<file path="src/sv/prlru_pkg.sv">
// Shared types and constants for the page replacement frame table.
// No dependencies; compile this file first.
`default_nettype none

package prlru_pkg;

	localparam int FRAMES_DEF = 16;
	localparam int PAGE_W     = 16;
	localparam int FIDX_W     = 4;
	localparam int CFG_IDX_W  = 4;
	localparam int CFG_DATA_W = 5;

	typedef logic [PAGE_W-1:0]     page_t;
	typedef logic [FIDX_W-1:0]     fidx_t;
	typedef logic [CFG_IDX_W-1:0]  cfg_idx_t;
	typedef logic [CFG_DATA_W-1:0] cfg_data_t;

	typedef enum logic {
		POLICY_FIFO = 1'b0,
		POLICY_LRU  = 1'b1
	} policy_t;

	typedef enum logic [CFG_IDX_W-1:0] {
		REG_POLICY        = 4'd0,
		REG_FRAMES_IN_USE = 4'd1
	} reg_idx_t;

	// Control from the top level to the frame table.
	typedef struct packed {
		logic    clear;
		logic    step;
		policy_t policy;
	} prlru_ctl_t;

	// Lookup outcome for the reference presented to the table.
	typedef struct packed {
		logic  hit;
		logic  ev_valid;
		page_t ev_page;
	} prlru_look_t;

endpackage

`default_nettype wire

</file>
<file path="src/sv/prlru_if.sv">
// Valid/ready channel interfaces: page reference, result and register write.
// Depends on prlru_pkg.
`default_nettype none

interface prlru_req_if;
	logic              valid;
	logic              ready;
	prlru_pkg::page_t  page_number;

	modport source (output valid, output page_number, input ready);
	modport sink   (input valid, input page_number, output ready);
endinterface

interface prlru_rsp_if;
	logic              valid;
	logic              ready;
	logic              hit;
	prlru_pkg::fidx_t  frame_index;
	logic              evicted_valid;
	prlru_pkg::page_t  evicted_page;

	modport source (output valid, output hit, output frame_index, output evicted_valid,
		output evicted_page, input ready);
	modport sink   (input valid, input hit, input frame_index, input evicted_valid,
		input evicted_page, output ready);
endinterface

interface prlru_cfg_if;
	logic                  valid;
	logic                  ready;
	prlru_pkg::cfg_idx_t   index;
	prlru_pkg::cfg_data_t  data;

	modport source (output valid, output index, output data, input ready);
	modport sink   (input valid, input index, input data, output ready);
endinterface

`default_nettype wire

</file>
<file path="src/sv/prlru_table.sv">
// Frame table: page tags, valid bits and age ranks, with the parallel lookup
// and the rank update for one reference. Depends on prlru_pkg.
`default_nettype none

module prlru_table #(
	parameter int FRAMES = prlru_pkg::FRAMES_DEF,
	localparam int IDX_W  = (FRAMES > 1) ? $clog2(FRAMES) : 1,
	localparam int RANK_W = $clog2(FRAMES + 1)
) (
	input  wire logic                  clk,
	input  wire logic                  arst_n,
	input  wire prlru_pkg::prlru_ctl_t ctl,
	input  wire logic [RANK_W-1:0]     n,
	input  wire prlru_pkg::page_t      page,
	output prlru_pkg::prlru_look_t     look,
	output logic [IDX_W-1:0]           slot
);

	prlru_pkg::page_t  page_q [FRAMES];
	logic [FRAMES-1:0] valid_q;
	logic [RANK_W-1:0] rank_q [FRAMES];

	logic [FRAMES-1:0] in_use;
	logic [FRAMES-1:0] hit_oh;
	logic [FRAMES-1:0] vic_oh;
	logic [IDX_W-1:0]  hit_slot;
	logic [IDX_W-1:0]  vic_slot;
	logic [RANK_W-1:0] old_rank;
	logic              hit_found;
	logic              vic_found;

	// Tag compare and victim search across every frame in use. The one-hot
	// vectors keep only the lowest matching index.
	always_comb begin
		hit_oh    = '0;
		vic_oh    = '0;
		hit_slot  = '0;
		vic_slot  = '0;
		hit_found = 1'b0;
		vic_found = 1'b0;
		old_rank  = '0;
		look.ev_page = '0;
		for (int i = 0; i < FRAMES; i++) begin
			in_use[i] = (RANK_W'(i) < n);
			if (in_use[i] && valid_q[i] && page_q[i] == page && !hit_found) begin
				hit_oh[i] = 1'b1;
				hit_slot  = IDX_W'(i);
				hit_found = 1'b1;
			end
			if (in_use[i] && rank_q[i] == RANK_W'(1) && !vic_found) begin
				vic_oh[i] = 1'b1;
				vic_slot  = IDX_W'(i);
				vic_found = 1'b1;
			end
		end
		for (int i = 0; i < FRAMES; i++) begin
			if (hit_oh[i]) begin
				old_rank = old_rank | rank_q[i];
			end
			if (vic_oh[i] && valid_q[i]) begin
				look.ev_page = look.ev_page | page_q[i];
			end
		end
		look.hit      = hit_found;
		look.ev_valid = !hit_found && |(vic_oh & valid_q);
		if (hit_found) begin
			look.ev_page = '0;
		end
		slot = hit_found ? hit_slot : vic_slot;
	end

	always_ff @(posedge clk or negedge arst_n) begin
		if (!arst_n) begin
			valid_q <= '0;
			for (int i = 0; i < FRAMES; i++) begin
				rank_q[i] <= RANK_W'(i + 1);
			end
		end else if (ctl.clear) begin
			valid_q <= '0;
			for (int i = 0; i < FRAMES; i++) begin
				rank_q[i] <= RANK_W'(i + 1);
			end
		end else if (ctl.step) begin
			for (int i = 0; i < FRAMES; i++) begin
				if (in_use[i]) begin
					if (hit_found) begin
						if (ctl.policy == prlru_pkg::POLICY_LRU) begin
							if (hit_oh[i]) begin
								rank_q[i] <= n;
							end else if (rank_q[i] > old_rank) begin
								rank_q[i] <= rank_q[i] - RANK_W'(1);
							end
						end
					end else if (vic_oh[i]) begin
						rank_q[i]  <= n;
						valid_q[i] <= 1'b1;
					end else if (rank_q[i] != '0) begin
						rank_q[i] <= rank_q[i] - RANK_W'(1);
					end
				end
			end
		end
	end

	// Page tags are only read behind their valid bits, so they need no reset.
	always_ff @(posedge clk) begin
		if (ctl.step && !ctl.clear && !hit_found) begin
			for (int i = 0; i < FRAMES; i++) begin
				if (vic_oh[i]) begin
					page_q[i] <= page;
				end
			end
		end
	end

endmodule

`default_nettype wire

</file>
<file path="src/sv/page_replacement_fifo_lru_core.sv">
// Top level of the FIFO/LRU page replacement frame table.
// Depends on prlru_pkg, the channel interfaces and prlru_table.
//
//   channel  role    beat contents
//   -------  ------  --------------------------------------------------------
//   req      sink    page_number
//   rsp      source  hit, frame_index, evicted_valid, evicted_page
//   cfg      sink    index (0 policy, 1 frames_in_use), data
//
// A reference beat is captured in an input register. In the cycle that it
// leaves that register, the tag compare, victim pick and rank update for
// all frames finish, and the result lands in the output register. One
// reference per cycle is sustained while rsp is not stalled; the limit is
// the single lookup-and-update pass over the table.
// The input register moves on whenever the output register is empty or is
// being emptied, so a stalled rsp holds one item in each register and only
// then drops req.ready. Reset empties the table, selects LRU and uses the
// smaller of FRAMES and 16 frames. A write to a known register also empties
// the table; cfg.ready is always high.
`default_nettype none

module page_replacement_fifo_lru_core #(
	parameter int FRAMES = prlru_pkg::FRAMES_DEF
) (
	input wire logic    clk,
	input wire logic    arst_n,
	prlru_req_if.sink   req,
	prlru_rsp_if.source rsp,
	prlru_cfg_if.sink   cfg
);

	localparam int IDX_W   = (FRAMES > 1) ? $clog2(FRAMES) : 1;
	localparam int RANK_W  = $clog2(FRAMES + 1);
	localparam int N_RESET = (FRAMES < 16) ? FRAMES : 16;

	// Register file: the policy and the frame count, clamped to 1..FRAMES
	// at the time of the write.
	prlru_pkg::policy_t policy_q;
	logic [RANK_W-1:0]  n_q;

	logic cfg_wr;
	assign cfg.ready = 1'b1;
	assign cfg_wr    = cfg.valid && cfg.ready;

	always_ff @(posedge clk or negedge arst_n) begin
		if (!arst_n) begin
			policy_q <= prlru_pkg::POLICY_LRU;
			n_q      <= RANK_W'(N_RESET);
		end else if (cfg_wr) begin
			if (cfg.index == prlru_pkg::REG_POLICY) begin
				policy_q <= prlru_pkg::policy_t'(cfg.data[0]);
			end else if (cfg.index == prlru_pkg::REG_FRAMES_IN_USE) begin
				if (cfg.data == '0) begin
					n_q <= RANK_W'(1);
				end else if (int'(cfg.data) > FRAMES) begin
					n_q <= RANK_W'(FRAMES);
				end else begin
					n_q <= RANK_W'(cfg.data);
				end
			end
		end
	end

	// Only writes to a known register clear the table.
	logic cfg_clear;
	assign cfg_clear = cfg_wr && (cfg.index == prlru_pkg::REG_POLICY ||
		cfg.index == prlru_pkg::REG_FRAMES_IN_USE);

	// Input register.
	logic             valid_s1;
	prlru_pkg::page_t page_s1;
	logic             advance;

	assign advance   = valid_s1 && (!rsp.valid || rsp.ready);
	assign req.ready = !valid_s1 || advance;

	always_ff @(posedge clk or negedge arst_n) begin
		if (!arst_n) begin
			valid_s1 <= 1'b0;
		end else if (req.ready) begin
			valid_s1 <= req.valid;
		end
	end

	always_ff @(posedge clk) begin
		if (req.valid && req.ready) begin
			page_s1 <= req.page_number;
		end
	end

	// Lookup and update, done in the cycle the item leaves the input register.
	prlru_pkg::prlru_ctl_t  ctl;
	prlru_pkg::prlru_look_t look;
	logic [IDX_W-1:0]       slot;

	assign ctl.clear  = cfg_clear;
	assign ctl.step   = advance;
	assign ctl.policy = policy_q;

	prlru_table #(
		.FRAMES(FRAMES)
	) u_table (
		.clk   (clk),
		.arst_n(arst_n),
		.ctl   (ctl),
		.n     (n_q),
		.page  (page_s1),
		.look  (look),
		.slot  (slot)
	);

	// Output register.
	logic             rsp_valid_q;
	logic             hit_q;
	prlru_pkg::fidx_t frame_index_q;
	logic             ev_valid_q;
	prlru_pkg::page_t ev_page_q;

	always_ff @(posedge clk or negedge arst_n) begin
		if (!arst_n) begin
			rsp_valid_q <= 1'b0;
		end else if (!rsp_valid_q || rsp.ready) begin
			rsp_valid_q <= advance;
		end
	end

	always_ff @(posedge clk) begin
		if (advance) begin
			hit_q         <= look.hit;
			frame_index_q <= prlru_pkg::fidx_t'(slot);
			ev_valid_q    <= look.ev_valid;
			ev_page_q     <= look.ev_page;
		end
	end

	assign rsp.valid         = rsp_valid_q;
	assign rsp.hit           = hit_q;
	assign rsp.frame_index   = frame_index_q;
	assign rsp.evicted_valid = ev_valid_q;
	assign rsp.evicted_page  = ev_page_q;

endmodule

`default_nettype wire

</file>
<file path="src/flat_wrapper.sv">
// flat-port wrapper written by rule: the top's interface ports become plain ports
module page_replacement_fifo_lru_core_flat 
#(
	parameter int FRAMES = prlru_pkg::FRAMES_DEF
)
  (clk, arst_n, req_valid, req_page_number, req_ready, rsp_valid, rsp_hit, rsp_frame_index, rsp_evicted_valid, rsp_evicted_page, rsp_ready, cfg_valid, cfg_index, cfg_data, cfg_ready);
  prlru_req_if req_i ();
  prlru_rsp_if rsp_i ();
  prlru_cfg_if cfg_i ();
  input wire logic clk;
  input wire logic arst_n;
  input wire logic [$bits(req_i.valid)-1:0] req_valid;
  input wire logic [$bits(req_i.page_number)-1:0] req_page_number;
  output wire logic [$bits(req_i.ready)-1:0] req_ready;
  output wire logic [$bits(rsp_i.valid)-1:0] rsp_valid;
  output wire logic [$bits(rsp_i.hit)-1:0] rsp_hit;
  output wire logic [$bits(rsp_i.frame_index)-1:0] rsp_frame_index;
  output wire logic [$bits(rsp_i.evicted_valid)-1:0] rsp_evicted_valid;
  output wire logic [$bits(rsp_i.evicted_page)-1:0] rsp_evicted_page;
  input wire logic [$bits(rsp_i.ready)-1:0] rsp_ready;
  input wire logic [$bits(cfg_i.valid)-1:0] cfg_valid;
  input wire logic [$bits(cfg_i.index)-1:0] cfg_index;
  input wire logic [$bits(cfg_i.data)-1:0] cfg_data;
  output wire logic [$bits(cfg_i.ready)-1:0] cfg_ready;
  assign req_i.valid = req_valid;
  assign req_i.page_number = req_page_number;
  assign req_ready = req_i.ready;
  assign rsp_valid = rsp_i.valid;
  assign rsp_hit = rsp_i.hit;
  assign rsp_frame_index = rsp_i.frame_index;
  assign rsp_evicted_valid = rsp_i.evicted_valid;
  assign rsp_evicted_page = rsp_i.evicted_page;
  assign rsp_i.ready = rsp_ready;
  assign cfg_i.valid = cfg_valid;
  assign cfg_i.index = cfg_index;
  assign cfg_i.data = cfg_data;
  assign cfg_ready = cfg_i.ready;
  page_replacement_fifo_lru_core #(.FRAMES(FRAMES)) u_core (.clk(clk), .arst_n(arst_n), .req(req_i), .rsp(rsp_i), .cfg(cfg_i));
endmodule
</file>
<file path="config.mk">
export PLATFORM = sky130hd
export DESIGN_NAME = page_replacement_fifo_lru_core_flat
export DESIGN_NICKNAME = d
export VERILOG_FILES = /design/src/sv/prlru_pkg.sv /design/src/sv/prlru_if.sv /design/src/sv/prlru_table.sv /design/src/sv/page_replacement_fifo_lru_core.sv /design/src/flat_wrapper.sv
export SDC_FILE = /design/constraint.sdc
export NUM_CORES = 1
export LEC_CHECK = 0
export ABC_AREA = 1
export BUFFER_PORTS_ARGS = -buffer_cell sky130_fd_sc_hd__buf_2
export CORE_UTILIZATION = 45
export DETAILED_ROUTE_END_ITERATION = 10
export GPL_TIMING_DRIVEN = 0
export MAX_ROUTING_LAYER = met4
export PLACE_DENSITY = 0.71
export SYNTH_ARGS = -nofsm -noshare
export SYNTH_HDL_FRONTEND = slang
export SYNTH_HIERARCHICAL = 1
export SYNTH_SLANG_ARGS = --single-unit
</file>
<file path="constraint.sdc">
create_clock -name clk -period 12.5 [get_ports clk]
set_clock_uncertainty 0.05 [all_clocks]
set_input_delay 0.625 -clock clk [delete_from_list [all_inputs] [get_ports clk]]
set_output_delay 0.625 -clock clk [all_outputs]
set_load 0.03 [all_outputs]
</file>
==> metrics.txt <==
combinational share of power 0.403; TritonCTS Sinks 398; post-cts resize count 0; Achievable Freq 132.2 MHz; Max Slew Vio Count 0; DP Wirelength 96.94 mm; worst rel slew slack 0.1060; Syn Nets 4371; R2R Path End u_core/u_table/rank_q[39]; status complete, but fails checks; CORE AREA 65980 um2; most common cell in the netlist nand2_1; R2R depth 35; Worst-Margin Slew 1.341 ns; initial core utilization 0.4565; Gate Count Post-Synth 4229; GR Util All Layers 0.3822; most used cell, CP nor2_1; maximum VDD drop 161.0 uV; Final Routed Wirelength 128.0 mm; min-delay src req_page_number[4]; Net Sw Frac 0.4122; start point of the critical path u_core/page_s1[14]; clk root buf clkbuf_16; WHS 0.1512 ns; crit path capture type flop; Synth-to-Final Area Change 11.00%; synthesis-stage register bit count 398; power share of the clock group 0.258; Post-Layout Cell Count 5255; crit path to u_core/u_table/rank_q[39]; io pins 55; fill count 6585; Yosys top cell area share 0.2931; ANT nets after route 0; Pre-antenna DRT Iters 9; post-DR vias/cell 5.930; Final min period 7.564 ns; DP Worst Slack 5.199 ns; total of max-cap violations 0; routed wire length per instance 24.35 um; Arr. time, crit path 8.00 ns; max incr delay on CP 1.03 ns; Power Dens Cells 171.5 nW/um2; area share of fa/ha/maj cells after synthesis 0.04653; Sw Pwr 2.364 mW; compound-gate portion of the synthesized area 0.08682; Unique masters post-synth 63; Max FO, Critical Path 17; Pleak 15.18 nW; top post-synthesis cells by area edfxtp_1 (29%), nand2_1 (15%), nor2_1 (8.4%); critical path type flop to flop; Starting DRT DRC Count 3985; first-pass GRT wire length 183.5 mm; Simple-Gate Fraction of Synth Area 0.3759; placed cells 5157; die width 260.7 um; Reg clk slew, reported paths 0.06 ns; RSZ-0062 raised after global routing false; Reg power frac 0.339; largest net degree at the start of global routing 87; Critical R2R Launch u_core/page_s1[14]; Post-synth top cells nand2_1 (1173), nor2_1 (671), inv_1 (425); Clk Latency, worst-skew pair 0.62 ns; final cycle utilization of the critical path 0.6051; gr ovfl total 0; initial antenna violation count 4; Num CTS Buffers 49; Post-Syn Area 30120 um2; Synth warnings 6; largest family of logic cells by synthesized area simple AND/OR/NAND/NOR gates; fin worst setup slack 4.936 ns; mean post-synth cell area 7.122 um2; sequential element share of the synthesized area 0.3810; CTS tree done; post-synthesis mux area share 0.0006646; setup_tns 0 ns; Vert. Die Dim 260.7 um; Site Rows 94; layout cells sized above 1 0.09802; final hold violations 0; Die Outline Area 67970 um2; hold crit path type input port to flop; DR DRC count 4; number of nets in the final layout 4490; failing checks design-rule violations; number of synthesized flops with an enable pin 294; Placer Congestion 1.043; Tot Pwr 5.734 mW; Crit path required time 12.93 ns; number of global-route vias before repair 28802; IO buf count 53; Post-Synth XOR/XNOR Area 0.02821; Critical Path Start Type flop; P_int 3.370 mW; largest area contributor in the netlist edfxtp_1; Synth async-reset ratio 0.2613; H-tree depth 2; Top FF cell, synth edfxtp_1; clk buf depth 3; detailed-route via count 31161; slowest stage cell on the critical path edfxtp_1; register-to-register setup slack 4.94 ns; Final setup viols 0
critical path: cells and delay by family, from the launching register on:
family / cells / cell delay [ns]
and+or+nand+nor: 21 / 3.67
buffers and inverters: 7 / 1.75
AOI/OAI and AO/OA: 6 / 0.68
DFF: 1 / 1.03
adders and majority gates: 1 / 0.25
state kept, by name, indices dropped and copies added (netlist names):
name,cells
u_core/n_q,5
u_core/page_s1,16
u_core/policy_q,1
u_core/rsp.evicted_page,16
u_core/rsp.evicted_valid,1
u_core/rsp.frame_index,4
u_core/rsp.hit,1
u_core/rsp.valid,1
u_core/u_table/page_q,256
u_core/u_table/rank_q,80
u_core/u_table/valid_q,16
u_core/valid_s1,1
what timing repair did:
action,4_1_cts,5_1_grt
endpoints found under the hold margin,11,0
setup buffers,0,0
hold buffers,1,0
metrics by stage:
step,utilization,cell area [um2]
after floorplan,-,30120
after CTS,0.5060,33390
after detailed placement,0.4810,31740
final,0.5067,33430
after global routing,0.5067,33430
after global placement,0.4769,31470
cell usage in the layout (no fill, tap or decap), types with 7 or more instances in the layout:
cell / n
clkinv_2: 7
inv_2: 37
nand2_2: 18
o211ai_1: 13
nor2_2: 31
o2111ai_1: 26
buf_6: 9
buf_2: 113
inv_1: 425
nor2_4: 21
o21bai_1: 12
nand3_2: 9
edfxtp_1: 294
dfrtp_1: 69
nor3b_1: 18
nand4_1: 124
nor4_1: 58
clkbuf_16: 51
xnor2_1: 33
clkbuf_1: 56
xor2_1: 64
nand3b_1: 10
a21oi_1: 104
ha_1: 112
nor2_1: 655
a21o_1: 11
buf_4: 17
nand3_1: 281
o22ai_1: 29
or2_2: 26
o21ai_1: 23
dfstp_2: 35
nor3_1: 105
nand2_1: 1173
clkinv_1: 13
o21ai_0: 196
logic make-up after synthesis:
kind of cell,count (synthesis)
xor+xnor,97
simple gates,2572
compound gates,448
mux,2
fa+ha+maj,112
flops,398
other cells,1
buf+inv,599
layout make-up:
type,instances,area (um2),area share
Antenna cell,4,10.01,0.0002994
Buffer,131,676.9,0.02025
Clock buffer,64,1345,0.04023
Clock inverter,26,297.8,0.008907
Inverter,468,1757,0.05254
Multi-Input combinational cell,3232,16260,0.4864
Sequential cell,398,11470,0.3432
Tap cell,864,1081,0.03233
Timing Repair Buffer,68,528.0,0.01579
per-layer routing:
layer  GRT usage  share of wire
met1      0.4685           0.38
met2      0.5889           0.45
met3     0.07848           0.11
met4      0.2076          0.062
met5           -              0
power by group through the flow:
stage / combinational (mW) / sequential, mW / clock, mW
detailed placement: 2.23 / 1.96 / 0
floorplan: 1.64 / 1.87 / 0
finish: 2.31 / 1.94 / 1.48
global route: 2.57 / 1.96 / 1.54
CTS: 2.24 / 1.93 / 1.50
global placement: 2.19 / 1.96 / 0
worst min path at each step:
stage,endpoint,cells after the start,slack [ns]
final,u_core/page_s1[4],1,0.15
after global routing,u_core/page_s1[3],1,0.14
after CTS,u_core/page_s1[3],1,0.13
after detailed placement,u_core/u_table/rank_q[46],2,0.43
after global placement,u_core/rsp.valid,2,0.41
after floorplan,u_core/n_q[0],0,0.28
Power figures use the tool's default switching activity.
